### src/hdl/wrd_pkg.sv
// Shared types and constants of the word RLE decoder.
package wrd_pkg;

    localparam logic [7:0]  CTRL_CNT_REP      = 8'h00;
    localparam logic [7:0]  CTRL_CNT_LIT      = 8'h01;
    localparam logic [8:0]  LIT_BASE          = 9'h100;
    localparam logic [15:0] TOTAL_WORDS_RESET = 16'd16000;
    localparam logic [0:0]  REG_TOTAL_WORDS   = 1'b0;

    typedef enum logic [2:0] {
        KIND_WORD,
        KIND_LIT_SHORT,
        KIND_CNT_REP,
        KIND_CNT_LIT,
        KIND_REP_SHORT
    } t_item_kind;

    typedef struct packed {
        t_item_kind  kind;
        logic [15:0] value;
    } t_item;

    typedef struct packed {
        logic [15:0] run_word;
        logic [15:0] run_count;
        logic        image_done;
        logic        stream_error;
    } t_result;

    typedef struct packed {
        logic [15:0] words_left;
        logic        done;
    } t_back_status;

endpackage

### src/hdl/wrd_front.sv
// Front end: accepts words, classifies them and queues them for the back end.
module wrd_front
    import wrd_pkg::*;
#(
    parameter int DEPTH = 2
) (
    input  logic        i_clk,
    input  logic        i_rst_n,
    input  logic        i_push,
    input  logic        i_func,
    input  logic [15:0] i_item_value,
    output logic        o_full,
    output logic        o_item_valid,
    output t_item       o_item,
    input  logic        i_item_pop
);

    localparam int PW = (DEPTH > 1) ? $clog2(DEPTH) : 1;
    localparam int CW = $clog2(DEPTH + 1);

    t_item          r_mem [DEPTH];
    logic [PW-1:0]  r_wr_ptr, r_rd_ptr;
    logic [CW-1:0]  r_count;
    logic           push_fire, pop_fire;
    t_item          new_item;

    assign o_full       = (r_count == CW'(DEPTH));
    assign o_item_valid = (r_count != '0);
    assign push_fire    = i_push && !o_full;
    assign pop_fire     = i_item_pop && o_item_valid;
    assign o_item       = r_mem[r_rd_ptr];

    always_comb begin
        new_item.value = i_item_value;
        if (i_func) begin
            new_item.kind = KIND_WORD;
        end else begin
            case (i_item_value[7:0]) inside
                [8'h80:8'hFF]: new_item.kind = KIND_LIT_SHORT;
                CTRL_CNT_REP:  new_item.kind = KIND_CNT_REP;
                CTRL_CNT_LIT:  new_item.kind = KIND_CNT_LIT;
                default:       new_item.kind = KIND_REP_SHORT;
            endcase
        end
    end

    always_ff @(posedge i_clk) begin
        if (push_fire) begin
            r_mem[r_wr_ptr] <= new_item;
        end
    end

    always_ff @(posedge i_clk) begin
        if (!i_rst_n) begin
            r_wr_ptr <= '0;
            r_rd_ptr <= '0;
            r_count  <= '0;
        end else begin
            if (push_fire) begin
                r_wr_ptr <= (r_wr_ptr == PW'(DEPTH - 1)) ? '0 : r_wr_ptr + 1'b1;
            end
            if (pop_fire) begin
                r_rd_ptr <= (r_rd_ptr == PW'(DEPTH - 1)) ? '0 : r_rd_ptr + 1'b1;
            end
            case ({push_fire, pop_fire})
                2'b10:   r_count <= r_count + 1'b1;
                2'b01:   r_count <= r_count - 1'b1;
                default: r_count <= r_count;
            endcase
        end
    end

endmodule

### src/hdl/wrd_back.sv
// Back end: run-length decode state machine, one queued word per cycle while the result queue has room.
module wrd_back
    import wrd_pkg::*;
(
    input  logic         i_clk,
    input  logic         i_rst_n,
    input  logic         i_cfg_load,
    input  logic [15:0]  i_cfg_total,
    input  logic         i_item_valid,
    input  t_item        i_item,
    output logic         o_item_pop,
    input  logic         i_out_space,
    output logic         o_res_valid,
    output t_result      o_res,
    output t_back_status o_status
);

    typedef enum logic [2:0] {
        PH_CTRL,
        PH_CNT_HI,
        PH_CNT_LO,
        PH_REPEAT,
        PH_LITERAL,
        PH_DONE
    } t_phase;

    t_phase      r_phase, n_phase;
    logic        r_pend_lit, n_pend_lit;
    logic [15:0] r_run_left, n_run_left;
    logic [15:0] r_words_left, n_words_left;

    logic        fire, is_word;
    logic [7:0]  ctrl;
    logic [15:0] val;

    assign fire       = i_item_valid && i_out_space;
    assign o_item_pop = fire;
    assign is_word    = (i_item.kind == KIND_WORD);
    assign val        = i_item.value;
    assign ctrl       = i_item.value[7:0];

    assign o_status.words_left = r_words_left;
    assign o_status.done       = (r_phase == PH_DONE);

    always_comb begin
        logic        clip;
        logic [15:0] cnt;
        logic [15:0] wl_new;
        logic [15:0] rl_new;
        clip         = 1'b0;
        cnt          = '0;
        wl_new       = '0;
        rl_new       = '0;
        n_phase      = r_phase;
        n_pend_lit   = r_pend_lit;
        n_run_left   = r_run_left;
        n_words_left = r_words_left;
        o_res_valid  = 1'b0;
        o_res        = '0;
        if (fire) begin
            case (r_phase)
                PH_DONE: begin
                    o_res_valid        = 1'b1;
                    o_res.run_word     = is_word ? val : 16'd0;
                    o_res.image_done   = 1'b1;
                    o_res.stream_error = 1'b1;
                end
                PH_REPEAT, PH_LITERAL: begin
                    o_res_valid = 1'b1;
                    if (!is_word) begin
                        o_res.stream_error = 1'b1;
                    end else if (r_phase == PH_REPEAT) begin
                        clip         = (r_run_left > r_words_left);
                        cnt          = clip ? r_words_left : r_run_left;
                        wl_new       = r_words_left - cnt;
                        n_words_left = wl_new;
                        n_run_left   = '0;
                        n_phase      = (wl_new == '0) ? PH_DONE : PH_CTRL;
                        o_res.run_word     = val;
                        o_res.run_count    = cnt;
                        o_res.image_done   = (wl_new == '0);
                        o_res.stream_error = clip;
                    end else begin
                        wl_new       = r_words_left - 16'd1;
                        rl_new       = r_run_left - 16'd1;
                        n_words_left = wl_new;
                        n_run_left   = rl_new;
                        if (wl_new == '0) begin
                            n_phase = PH_DONE;
                        end else if (rl_new == '0) begin
                            n_phase = PH_CTRL;
                        end
                        o_res.run_word     = val;
                        o_res.run_count    = 16'd1;
                        o_res.image_done   = (wl_new == '0);
                        o_res.stream_error = (wl_new == '0) && (rl_new != '0);
                    end
                end
                default: begin
                    if (is_word) begin
                        o_res_valid        = 1'b1;
                        o_res.run_word     = val;
                        o_res.stream_error = 1'b1;
                    end else if (r_phase == PH_CNT_HI) begin
                        n_run_left = {ctrl, 8'd0};
                        n_phase    = PH_CNT_LO;
                    end else if (r_phase == PH_CNT_LO) begin
                        rl_new     = r_run_left | {8'd0, ctrl};
                        n_run_left = rl_new;
                        if (r_pend_lit) begin
                            n_phase = (rl_new == '0) ? PH_CTRL : PH_LITERAL;
                        end else begin
                            n_phase = PH_REPEAT;
                        end
                    end else begin
                        case (i_item.kind)
                            KIND_LIT_SHORT: begin
                                n_run_left = {7'd0, LIT_BASE - {1'b0, ctrl}};
                                n_pend_lit = 1'b1;
                                n_phase    = PH_LITERAL;
                            end
                            KIND_CNT_REP: begin
                                n_pend_lit = 1'b0;
                                n_phase    = PH_CNT_HI;
                            end
                            KIND_CNT_LIT: begin
                                n_pend_lit = 1'b1;
                                n_phase    = PH_CNT_HI;
                            end
                            default: begin
                                n_run_left = {8'd0, ctrl};
                                n_pend_lit = 1'b0;
                                n_phase    = PH_REPEAT;
                            end
                        endcase
                    end
                end
            endcase
        end
    end

    always_ff @(posedge i_clk) begin
        if (!i_rst_n) begin
            r_phase      <= (TOTAL_WORDS_RESET == '0) ? PH_DONE : PH_CTRL;
            r_pend_lit   <= 1'b0;
            r_run_left   <= '0;
            r_words_left <= TOTAL_WORDS_RESET;
        end else if (i_cfg_load) begin
            r_phase      <= (i_cfg_total == '0) ? PH_DONE : PH_CTRL;
            r_pend_lit   <= 1'b0;
            r_run_left   <= '0;
            r_words_left <= i_cfg_total;
        end else begin
            r_phase      <= n_phase;
            r_pend_lit   <= n_pend_lit;
            r_run_left   <= n_run_left;
            r_words_left <= n_words_left;
        end
    end

endmodule

### src/hdl/wrd_outq.sv
// Result queue between the back end and the result ports.
module wrd_outq
    import wrd_pkg::*;
#(
    parameter int DEPTH = 2
) (
    input  logic    i_clk,
    input  logic    i_rst_n,
    input  logic    i_res_valid,
    input  t_result i_res,
    output logic    o_space,
    output logic    o_empty,
    output t_result o_head,
    input  logic    i_pop
);

    localparam int PW = (DEPTH > 1) ? $clog2(DEPTH) : 1;
    localparam int CW = $clog2(DEPTH + 1);

    t_result        r_mem [DEPTH];
    logic [PW-1:0]  r_wr_ptr, r_rd_ptr;
    logic [CW-1:0]  r_count;
    logic           pop_fire;

    assign o_empty  = (r_count == '0);
    assign pop_fire = i_pop && !o_empty;
    assign o_space  = (r_count != CW'(DEPTH)) || pop_fire;
    assign o_head   = r_mem[r_rd_ptr];

    always_ff @(posedge i_clk) begin
        if (i_res_valid) begin
            r_mem[r_wr_ptr] <= i_res;
        end
    end

    always_ff @(posedge i_clk) begin
        if (!i_rst_n) begin
            r_wr_ptr <= '0;
            r_rd_ptr <= '0;
            r_count  <= '0;
        end else begin
            if (i_res_valid) begin
                r_wr_ptr <= (r_wr_ptr == PW'(DEPTH - 1)) ? '0 : r_wr_ptr + 1'b1;
            end
            if (pop_fire) begin
                r_rd_ptr <= (r_rd_ptr == PW'(DEPTH - 1)) ? '0 : r_rd_ptr + 1'b1;
            end
            case ({i_res_valid, pop_fire})
                2'b10:   r_count <= r_count + 1'b1;
                2'b01:   r_count <= r_count - 1'b1;
                default: r_count <= r_count;
            endcase
        end
    end

endmodule

### src/hdl/word_rle_decoder_unit.sv
// Top level of the word RLE decoder: config register, front, back and result queue.
//
// Usage:
//   Input words go in through push/full: a word (i_func, i_item_value) is taken at
//   a clock edge with push high and full low. Control bytes in place make no result;
//   every data word, and every misplaced word or control byte, makes one run descriptor.
//   Results come out through empty/pop: while empty is low the oldest descriptor
//   sits on o_run_word, o_run_count, o_image_done, o_stream_error; pop takes it.
//   A taken word passes through the front queue and the back end into the result queue.
//   Throughput: one word per cycle, set by the back-end decode state machine,
//   which retires one queued word each cycle the result queue has room.
//   A stalled receiver fills the result queue, then the front queue, then full
//   rises; nothing is dropped.
//   Configuration: total_words at APB byte address 0; the user must write it only
//   while idle, unchecked by the block; a write restarts the decoder with the new total.
//   Reset (synchronous, i_rst_n low): both queues empty, total_words = 16000,
//   decoder waits for a control byte.
module word_rle_decoder_unit
    import wrd_pkg::*;
#(
    parameter int FRONT_DEPTH = 2,
    parameter int OUT_DEPTH   = 2
) (
    input  logic        i_clk,
    input  logic        i_rst_n,
    input  logic        push,
    output logic        full,
    input  logic        i_func,
    input  logic [15:0] i_item_value,
    output logic        empty,
    input  logic        pop,
    output logic [15:0] o_run_word,
    output logic [15:0] o_run_count,
    output logic        o_image_done,
    output logic        o_stream_error,
    input  logic        psel,
    input  logic        penable,
    input  logic        pwrite,
    input  logic [2:0]  paddr,
    input  logic [31:0] pwdata,
    output logic [31:0] prdata,
    output logic        pready
);

    logic [15:0]  r_total_words;
    logic         cfg_we, cfg_load;
    logic         item_valid, item_pop, out_space, res_valid;
    t_item        item;
    t_result      res, head;
    t_back_status status;

    assign pready   = 1'b1;
    assign cfg_we   = psel && penable && pwrite && pready;
    assign cfg_load = cfg_we && (paddr[2] == REG_TOTAL_WORDS);
    assign prdata   = (paddr[2] == REG_TOTAL_WORDS) ? {16'd0, r_total_words} : 32'd0;

    always_ff @(posedge i_clk) begin
        if (!i_rst_n) begin
            r_total_words <= TOTAL_WORDS_RESET;
        end else if (cfg_load) begin
            r_total_words <= pwdata[15:0];
        end
    end

    wrd_front #(.DEPTH(FRONT_DEPTH)) u_front (
        .i_clk        (i_clk),
        .i_rst_n      (i_rst_n),
        .i_push       (push),
        .i_func       (i_func),
        .i_item_value (i_item_value),
        .o_full       (full),
        .o_item_valid (item_valid),
        .o_item       (item),
        .i_item_pop   (item_pop)
    );

    wrd_back u_back (
        .i_clk        (i_clk),
        .i_rst_n      (i_rst_n),
        .i_cfg_load   (cfg_load),
        .i_cfg_total  (pwdata[15:0]),
        .i_item_valid (item_valid),
        .i_item       (item),
        .o_item_pop   (item_pop),
        .i_out_space  (out_space),
        .o_res_valid  (res_valid),
        .o_res        (res),
        .o_status     (status)
    );

    wrd_outq #(.DEPTH(OUT_DEPTH)) u_outq (
        .i_clk       (i_clk),
        .i_rst_n     (i_rst_n),
        .i_res_valid (res_valid),
        .i_res       (res),
        .o_space     (out_space),
        .o_empty     (empty),
        .o_head      (head),
        .i_pop       (pop)
    );

    assign o_run_word     = head.run_word;
    assign o_run_count    = head.run_count;
    assign o_image_done   = head.image_done;
    assign o_stream_error = head.stream_error;

`ifndef ASSERT_OFF
    a_res_has_room: assert property (@(posedge i_clk) disable iff (!i_rst_n)
        res_valid |-> out_space)
        else $error("result produced with no room in result queue");

    a_cfg_reload: assert property (@(posedge i_clk) disable iff (!i_rst_n)
        cfg_load |=> (status.words_left == $past(pwdata[15:0]))
            && (status.done == ($past(pwdata[15:0]) == 16'd0)))
        else $error("total_words write did not restart the decoder");

    a_words_left_down: assert property (@(posedge i_clk) disable iff (!i_rst_n)
        ($past(i_rst_n) && !$past(cfg_load)) |-> (status.words_left <= $past(status.words_left)))
        else $error("words left grew without a configuration write");

    a_done_sticky: assert property (@(posedge i_clk) disable iff (!i_rst_n)
        (status.done && !cfg_load) |=> status.done)
        else $error("decoder left the done phase without a restart");
`endif

endmodule
### config.mk
export PLATFORM = sky130hd
export DESIGN_NAME = word_rle_decoder_unit
export DESIGN_NICKNAME = d
export VERILOG_FILES = /design/src/hdl/wrd_pkg.sv /design/src/hdl/wrd_front.sv /design/src/hdl/wrd_back.sv /design/src/hdl/wrd_outq.sv /design/src/hdl/word_rle_decoder_unit.sv
export SDC_FILE = /design/constraint.sdc
export NUM_CORES = 1
export LEC_CHECK = 0
export BUFFER_PORTS_ARGS = -buffer_cell sky130_fd_sc_hd__buf_4
export CORE_MARGIN = 5
export CORE_UTILIZATION = 45
export CTS_CLUSTER_SIZE = 25
export DETAILED_ROUTE_END_ITERATION = 7
export PLACE_DENSITY = 0.67
export SLEW_MARGIN = 20
export SYNTH_ARGS = -nofsm -noshare
export SYNTH_HDL_FRONTEND = slang
export SYNTH_SLANG_ARGS = --single-unit
### constraint.sdc
create_clock -name i_clk -period 5.3 [get_ports i_clk]
set_clock_uncertainty 0.1 [all_clocks]
set_input_delay 0.53 -clock i_clk [delete_from_list [all_inputs] [get_ports i_clk]]
set_output_delay 0.53 -clock i_clk [all_outputs]
set_load 0.05 [all_outputs]
==> key figures, run 1 <==
Detailed routing
  • Initial drt markers: 867
  • Routed vias: 8107
  • DRC Markers: 0
  • Post-route ant nets: 0
  • Vias/cell: 5.77
  • Final WL: 25.6 mm
  • Wire per inst: 18.3 um
  • DR pass1 iterations: 6

Finish
  • Final Net Count: 1216
  • Share of cells above drive strength 1: 22.7%
  • Antenna cell count: 0
  • Synthesis-to-finish area growth: 20.0%
  • # fillers: 1901

Run
  • Maxcap violations: 0

Die
  • Core ar.: 21100 um2
  • Num rows: 53
  • Die boundary height: 157 um
  • Initial Utilization: 46.0%
  • Io pins: 128
  • Die area: 24600 um2
  • Die W: 157 um

CTS
  • Clock H-tree levels: 4
  • Post-CTS sizing: 0
  • CTS tree: yes
  • CTS root buf: clkbuf_16
  • Worst-path clk slew: 0.07 ns
  • Clock Path Buffers: 2
  • Hold_buf cts: 0
  • Clk sinks: 168
  • Worst-Skew Late Latency: 0.44 ns
  • CTS Buf Count: 17
  • Postcts setup bufs: 0

Logic synthesis
  • Count of cell types in the netlist: 88
  • Main combinational cell family by area after synthesis: compound AO/OA/AOI/OAI gates
  • #FFs+latches synth: 168
  • Synth cell count leaders: edfxtp_1 (106), nor2_1 (102), nand2_1 (94)
  • Synth Area in XOR/XNOR: 1.72%
  • Post-synth top area cell: edfxtp_1
  • Mapped Area: 9690 um2
  • Post-synthesis adder-cell area fraction: 5.37%
  • Avg Cell Area, Syn: 9.78 um2
  • Post-synthesis compound-gate area fraction: 17.4%
  • Top-count cell post-synth: edfxtp_1
  • Mux cell area share after synthesis: 7.82%
  • Synth top area share: 32.8%
  • Main area contributors after synthesis: edfxtp_1 (33%), dfxtp_1 (13%), ha_1 (5.2%), mux2_2 (4.4%), nor2_1 (3.9%)
  • Top FF cell, synth: edfxtp_1
  • Number of synthesis warnings: 0
  • Post-synth EDFFs: 106
  • Post-Synth Simple-Gate Area: 17.3%
  • Sequential area share after synthesis: 45.6%
  • Synth Instances: 991
  • Async set-reset flop share out of synthesis: 0%

Power and ir drop
  • Net load switching power: 2.55 mW
  • Pint: 3.43 mW
  • Clk pwr share: 21.0%
  • Combinational share of power: 50.0%
  • Total power: 5.98 mW
  • Power per standard cell area: 514 nW/um2
  • VDD IR max: 0.307 mV
  • Flop pwr share: 29.0%
  • Static leakage: 4.33 nW
  • Switching part of the total: 42.6%

GRT
  • First-pass GRT wire length: 40.8 mm
  • Number of global-route vias before repair: 7676
  • Total grt overflow: 0
  • Antenna violations before repair: 0
  • Largest net degree at the start of global routing: 45
  • Total GRT Usage: 20.9%

Worst setup path
  • Critical Path End Type: register
  • Worst Path Required: 5.58 ns
  • Sequence of cells on the critical path: inv_1 -> ha_1 -> nor2b_1 -> o211ai_1 -> a2111oi_0 -> buf_4 -> nor3_1 -> nor2_2 -> buf_4 -> mux2i_1 -> ha_1 -> nor2b_1 -> o31a_1 -> o41a_1 -> a2111oi_1 -> a311oi_2 -> nor3_1 -> a21oi_1 -> nor3_2 -> o221a_1
  • CP max-delay cell: a2111oi_1
  • CP max stage delay: 0.52 ns
  • Critical path type: reg2reg
  • CP arrival: 5.27 ns
  • R2R depth: 20
  • R2R Setup Slk: 0.31 ns
  • Max FO, Critical Path: 6
  • Worst r2r src: u_back.r_words_left[1]$_SDFFE_PN0P_
  • Crit start category: register
  • Worst r2r dst: u_back.r_phase[2]$_SDFFE_PN0P_
  • Critical path origin: u_back.r_words_left[1]$_SDFFE_PN0P_
  • CP endpoint: u_back.r_phase[2]$_SDFFE_PN0P_

Status
  • Status: complete, no violations

STA
  • Crit path time final: 4.99 ns
  • Final setup fails: 0
  • Fmax: 200 MHz
  • Slew Limit Fails: 0
  • Sum of negative setup slack: 0 ns
  • Actual slew at the worst max-slew pin: 0.934 ns
  • Final period utilization: 94.2%
  • RSZ-0062 raised after global routing: yes
  • Min Hold Slack: 0.177 ns
  • Final Hold Fails: 0
  • Max-slew headroom: 37.2%

Place
  • Input/output buffers: 92
  • Final Wtd Congestion: 0.960
  • Post-DP HPWL: 18.6 mm

Min path
  • Worst hold path type: in2reg
  • Hold path start: i_item_value[14]
## final cells by class
class	instances	area (um2)	share of cell area, %
clock buffers	17	425	3.66
multi-input cells	740	4910	42.3
repair buffers	157	1220	10.5
clock inverters	15	176	1.52
well taps	275	344	2.96
flip-flops and latches	168	4420	38.1
inverters	32	120	1.03
## cell usage in the layout (no fill, tap or decap), types with 6 or more instances in the layout
cell type | Yosys | final
o21ai_0 | 53 | 51
edfxtp_1 | 106 | 106
nor3_1 | 21 | 21
buf_4 | 18 | 154
mux2i_1 | 33 | 33
nand2b_1 | 7 | 7
conb_1 | 2 | 17
clkbuf_16 | 0 | 17
o31ai_1 | 8 | 7
a211oi_1 | 15 | 15
a21boi_0 | 22 | 22
and2_1 | 9 | 9
o221ai_1 | 7 | 7
o21a_1 | 8 | 8
a22oi_1 | 10 | 10
a31oi_1 | 6 | 6
xnor2_1 | 14 | 14
ha_1 | 40 | 40
a21o_1 | 6 | 6
nor2_1 | 102 | 99
nor2b_1 | 23 | 23
dfxtp_1 | 62 | 62
nand3_1 | 18 | 18
inv_1 | 30 | 30
and3_1 | 7 | 7
nand4_1 | 11 | 11
mux2_2 | 38 | 38
o22ai_1 | 9 | 9
nor4_1 | 16 | 15
o211ai_1 | 6 | 6
a21oi_1 | 56 | 56
nand2_1 | 94 | 94
## worst max-delay path, delay by kind of cell, from the launching register on
family / cells / cell delay, ns
fa+ha+maj: 2 / 0.58
buf+inv: 3 / 0.46
compound gates: 8 / 2.22
flops: 1 / 0.33
mux: 1 / 0.27
simple gates: 6 / 0.98
## stage by stage
| stage | setup WS [ns] | instance area [um2] | utilization (%) | instances |
|---|---|---|---|---|
| 3_5_place_dp | 0.390 | 10900 | 51.9 | 1370 |
| 2_1_floorplan | 0.363 | 9750 | - | 1006 |
| 5_1_grt | -0.00254 | 11600 | 55.1 | 1404 |
| 4_1_cts | 0.334 | 11500 | 54.8 | 1402 |
| 6_report | 0.307 | 11600 | 55.1 | 1404 |
| 3_3_place_gp | 0.421 | 10900 | 51.9 | 1370 |
## flip-flops by register name, indices dropped and copies added, names as in the netlist, named ones only
register and count:
r_total_words 16, u_back.r_run_left 16, u_outq.r_mem 68, u_back.r_words_left 16, u_front.r_mem 38, u_outq.r_count 2
u_back.r_phase 3, u_outq.r_wr_ptr 1, u_front.r_rd_ptr 1, u_back.r_pend_lit 1, u_front.r_count 2, u_outq.r_rd_ptr 1
u_front.r_wr_ptr 1
## power by group through the flow
stage	logic, mW	registers [mW]	clock network (mW)
CTS	2.91	1.73	1.28
global route	3.25	1.75	1.33
global placement	2.87	1.75	0
floorplan	2.05	1.71	0
detailed placement	2.89	1.76	0
finish	2.99	1.73	1.26
## worst min-delay path by stage
stage,end,slack [ns],cells after the start
after global routing,u_front.r_mem[1][14]$_DFFE_PP_,0.16,1
after floorplan,r_total_words[7]$_SDFFE_PN1P_,0.31,2
final,u_front.r_mem[1][14]$_DFFE_PP_,0.18,1
after detailed placement,r_total_words[9]$_SDFFE_PN1P_,0.34,2
after global placement,r_total_words[7]$_SDFFE_PN1P_,0.33,2
after CTS,u_front.r_mem[1][14]$_DFFE_PP_,0.16,1
## layer usage
layer / part of all wire, % / global-route usage [%]
met4: 2.3 / 6.86
met5: 0 / 0
met1: 46 / 29.9
met3: 7.9 / 3.95
met2: 44 / 32.0
## logic make-up (layout without fill, tap and decap cells)
logic type / count (synthesis) / count (layout)
xor gates and xnor gates: 19 / 19
DFF: 168 / 168
and+or+nand+nor: 342 / 342
adders and majority gates: 41 / 41
muxes: 71 / 71
other: 2 / 17
buffers and inverters: 98 / 221
AOI/OAI and AO/OA: 250 / 250
(Power assumes the default switching activity.)
==> run 2, diff against run 1 <==
--- a/config.mk
+++ b/config.mk
@@ -14,4 +14,5 @@
 export SLEW_MARGIN = 20
 export SYNTH_ARGS = -nofsm -noshare
 export SYNTH_HDL_FRONTEND = slang
+export SYNTH_HIERARCHICAL = 1
 export SYNTH_SLANG_ARGS = --single-unit
==> key figures, run 2 <==
Detailed routing
  • Vias/cell: 5.94
  • Initial drt markers: 795
  • Wire per inst: 19.0 um
  • DRC Markers: 0
  • DR pass1 iterations: 5
  • Post-route ant nets: 0
  • Final WL: 27.1 mm
  • Routed vias: 8468

STA
  • Max-slew headroom: 31.1%
  • Sum of negative setup slack: 0 ns
  • Crit path time final: 4.94 ns
  • Fmax: 202 MHz
  • Final Hold Fails: 0
  • Final setup fails: 0
  • Slew Limit Fails: 0
  • Final period utilization: 93.2%
  • Actual slew at the worst max-slew pin: 1.03 ns
  • RSZ-0062 raised after global routing: no

Die
  • Initial Utilization: 46.0%
  • Io pins: 128
  • Die boundary height: 160 um
  • Num rows: 54
  • Core ar.: 22000 um2
  • Die W: 160 um
  • Die area: 25500 um2

Worst setup path
  • Critical path type: reg2reg
  • Crit start category: register
  • Crit-path leading delay family: simple AND/OR/NAND/NOR gates
  • Sequence of cells on the critical path: inv_1 -> ha_1 -> nand4_1 -> nor3_1 -> o21ai_0 -> nand3_1 -> a21boi_2 -> buf_4 -> buf_12 -> mux2i_1 -> ha_1 -> a21o_1 -> nand2_1 -> and3_1 -> nor2_1 -> o311ai_1 -> buf_4 -> nand4b_1 -> or4_4 -> a21oi_1
  • CP max-delay cell: or4_4
  • Max FO, Critical Path: 11
  • WP buf/inv: 4
  • Critical Path End Type: register
  • CP max stage delay: 0.48 ns
  • Worst Path Required: 5.46 ns
  • CP arrival: 5.10 ns

Finish
  • Top flop regs: u_outq/r_mem (68), u_front/r_mem (38)
  • Post-route cell area: 11800 um2
  • Most common cell after layout, fill and taps aside: buf_4
  • Final Net Count: 1233
  • Antenna cell count: 0
  • Max reg flops: 68
  • Synthesis-to-finish area growth: 17.1%
  • Share of cells above drive strength 1: 23.2%
  • Biggest register: u_outq/r_mem
  • Most frequent cells in the layout: buf_4 (139), edfxtp_1 (106), nor2_1 (96)

Logic synthesis
  • Avg Cell Area, Syn: 9.74 um2
  • Sequential area share after synthesis: 43.8%
  • Synth cell count leaders: edfxtp_1 (106), nor2_1 (97), nand2_1 (84)
  • Mapped Area: 10100 um2
  • Async set-reset flop share out of synthesis: 0%
  • Main area contributors after synthesis: edfxtp_1 (32%), dfxtp_1 (12%), mux2_2 (6.4%), ha_1 (5.0%), nor2_1 (3.6%)
  • Post-synth top area cell: edfxtp_1
  • Synth Instances: 1036
  • Number of synthesis warnings: 6
  • Count of cell types in the netlist: 83
  • #FFs+latches synth: 168
  • Top-count cell post-synth: edfxtp_1
  • Synth top area share: 31.5%
  • Top FF cell, synth: edfxtp_1
  • Post-synth EDFFs: 106

CTS
  • Clock Path Buffers: 2
  • Clk sinks: 168
  • Hold_buf cts: 0
  • CTS root buf: clkbuf_16
  • CTS tree: yes
  • Worst-path clk slew: 0.08 ns
  • Worst-Skew Late Latency: 0.43 ns
  • CTS Buf Count: 17
  • Clock H-tree levels: 4

Status
  • Status: complete, no violations

GRT
  • Antenna violations before repair: 0
  • Number of global-route vias before repair: 8144
  • Largest net degree at the start of global routing: 57
  • Total GRT Usage: 20.8%
  • First-pass GRT wire length: 43.2 mm
  • Total grt overflow: 0

Power and ir drop
  • Static leakage: 4.46 nW
  • VDD IR max: 0.218 mV
  • Total power: 6.63 mW
  • Power per standard cell area: 561 nW/um2

Min path
  • Worst hold path type: in2reg

Place
  • Post-DP HPWL: 19.3 mm
  • Post-Place Cell Area: 11200 um2
  • Input/output buffers: 92
  • Final Wtd Congestion: 0.961

Run
  • Maxcap violations: 0
==> run 2: cells by family after synthesis <==
group | after synthesis | synth area share, %
AOI/OAI and AO/OA | 228 | 15.2
xor gates and xnor gates | 24 | 2.08
adders and majority gates | 41 | 5.16
buffers and inverters | 113 | 5.26
DFF | 168 | 43.8
muxes | 91 | 9.73
other | 2 | 0.0744
and+or+nand+nor | 369 | 18.7
==> run 2: power breakdown <==
group	switching, mW	internal (mW)
clock	0.597	0.638
sequential	0.120	1.64
combinational	2.33	1.31
total	3.05	3.58
==> run 2: per-stage QoR <==
stage          instances  hold WS (ns)  util [%]  setup WS, ns
5_1_grt             1426         0.165      53.8        0.0268
3_5_place_dp        1394         0.345      51.0         0.306
2_1_floorplan       1051         0.330         -         0.222
4_1_cts             1426         0.169      53.7         0.272
6_report            1426         0.182      53.8         0.361
3_3_place_gp        1394         0.340      51.0         0.374
==> run 2: path summary, 6_finish.rpt <==
kind | end | cells after the start | slack (ns) | startpoint
setup / recovery | u_outq/r_mem[1][1]$_DFFE_PP_ | 20 | 0.36 | u_back/r_words_left[14]$_SDFFE_PN0P_
hold / removal | u_front/r_mem[0][12]$_DFFE_PP_ | 1 | 0.18 | i_item_value[12]
setup reg to reg | u_outq/r_mem[1][1]$_DFFE_PP_ | 20 | 0.36 | u_back/r_words_left[14]$_SDFFE_PN0P_
hold reg to reg | r_total_words[2]$_SDFFE_PN0P_ | 2 | 0.36 | r_total_words[2]$_SDFFE_PN0P_
==> run 2: worst register-to-register path: cells and delay by family, from the launching register on <==
family                     cells  cell delay, ns
AOI/OAI and AO/OA              5            1.14
adders and majority gates      2            0.66
buffers and inverters          4            0.64
DFF                            1            0.44
muxes                          1            0.31
and+or+nand+nor                8            1.49
==> run 2: layer usage <==
layer | up-vias | global-route usage [%] | share of wire, %
met5 | - | 0 | 0
met4 | 0 | 6.04 | 2.1
met3 | 47 | 4.48 | 7.4
met2 | 336 | 33.1 | 46
met1 | 4090 | 28.8 | 45
li1 | 3995 | - | -
==> run 2: area by class of cell <==
class / instances / area, um2
Fill cell: 1929 / 10100
Multi-Input combinational cell: 770 / 5250
Sequential cell: 168 / 4420
Timing Repair Buffer: 140 / 1060
Clock buffer: 17 / 425
Tap cell: 280 / 350
Clock inverter: 15 / 169
Inverter: 36 / 135
==> run 2: repair_timing <==
action                     4_1_cts  5_1_grt
buffers inserted                 0        0
setup endpoints to repair        0        3
resized for setup                0        8
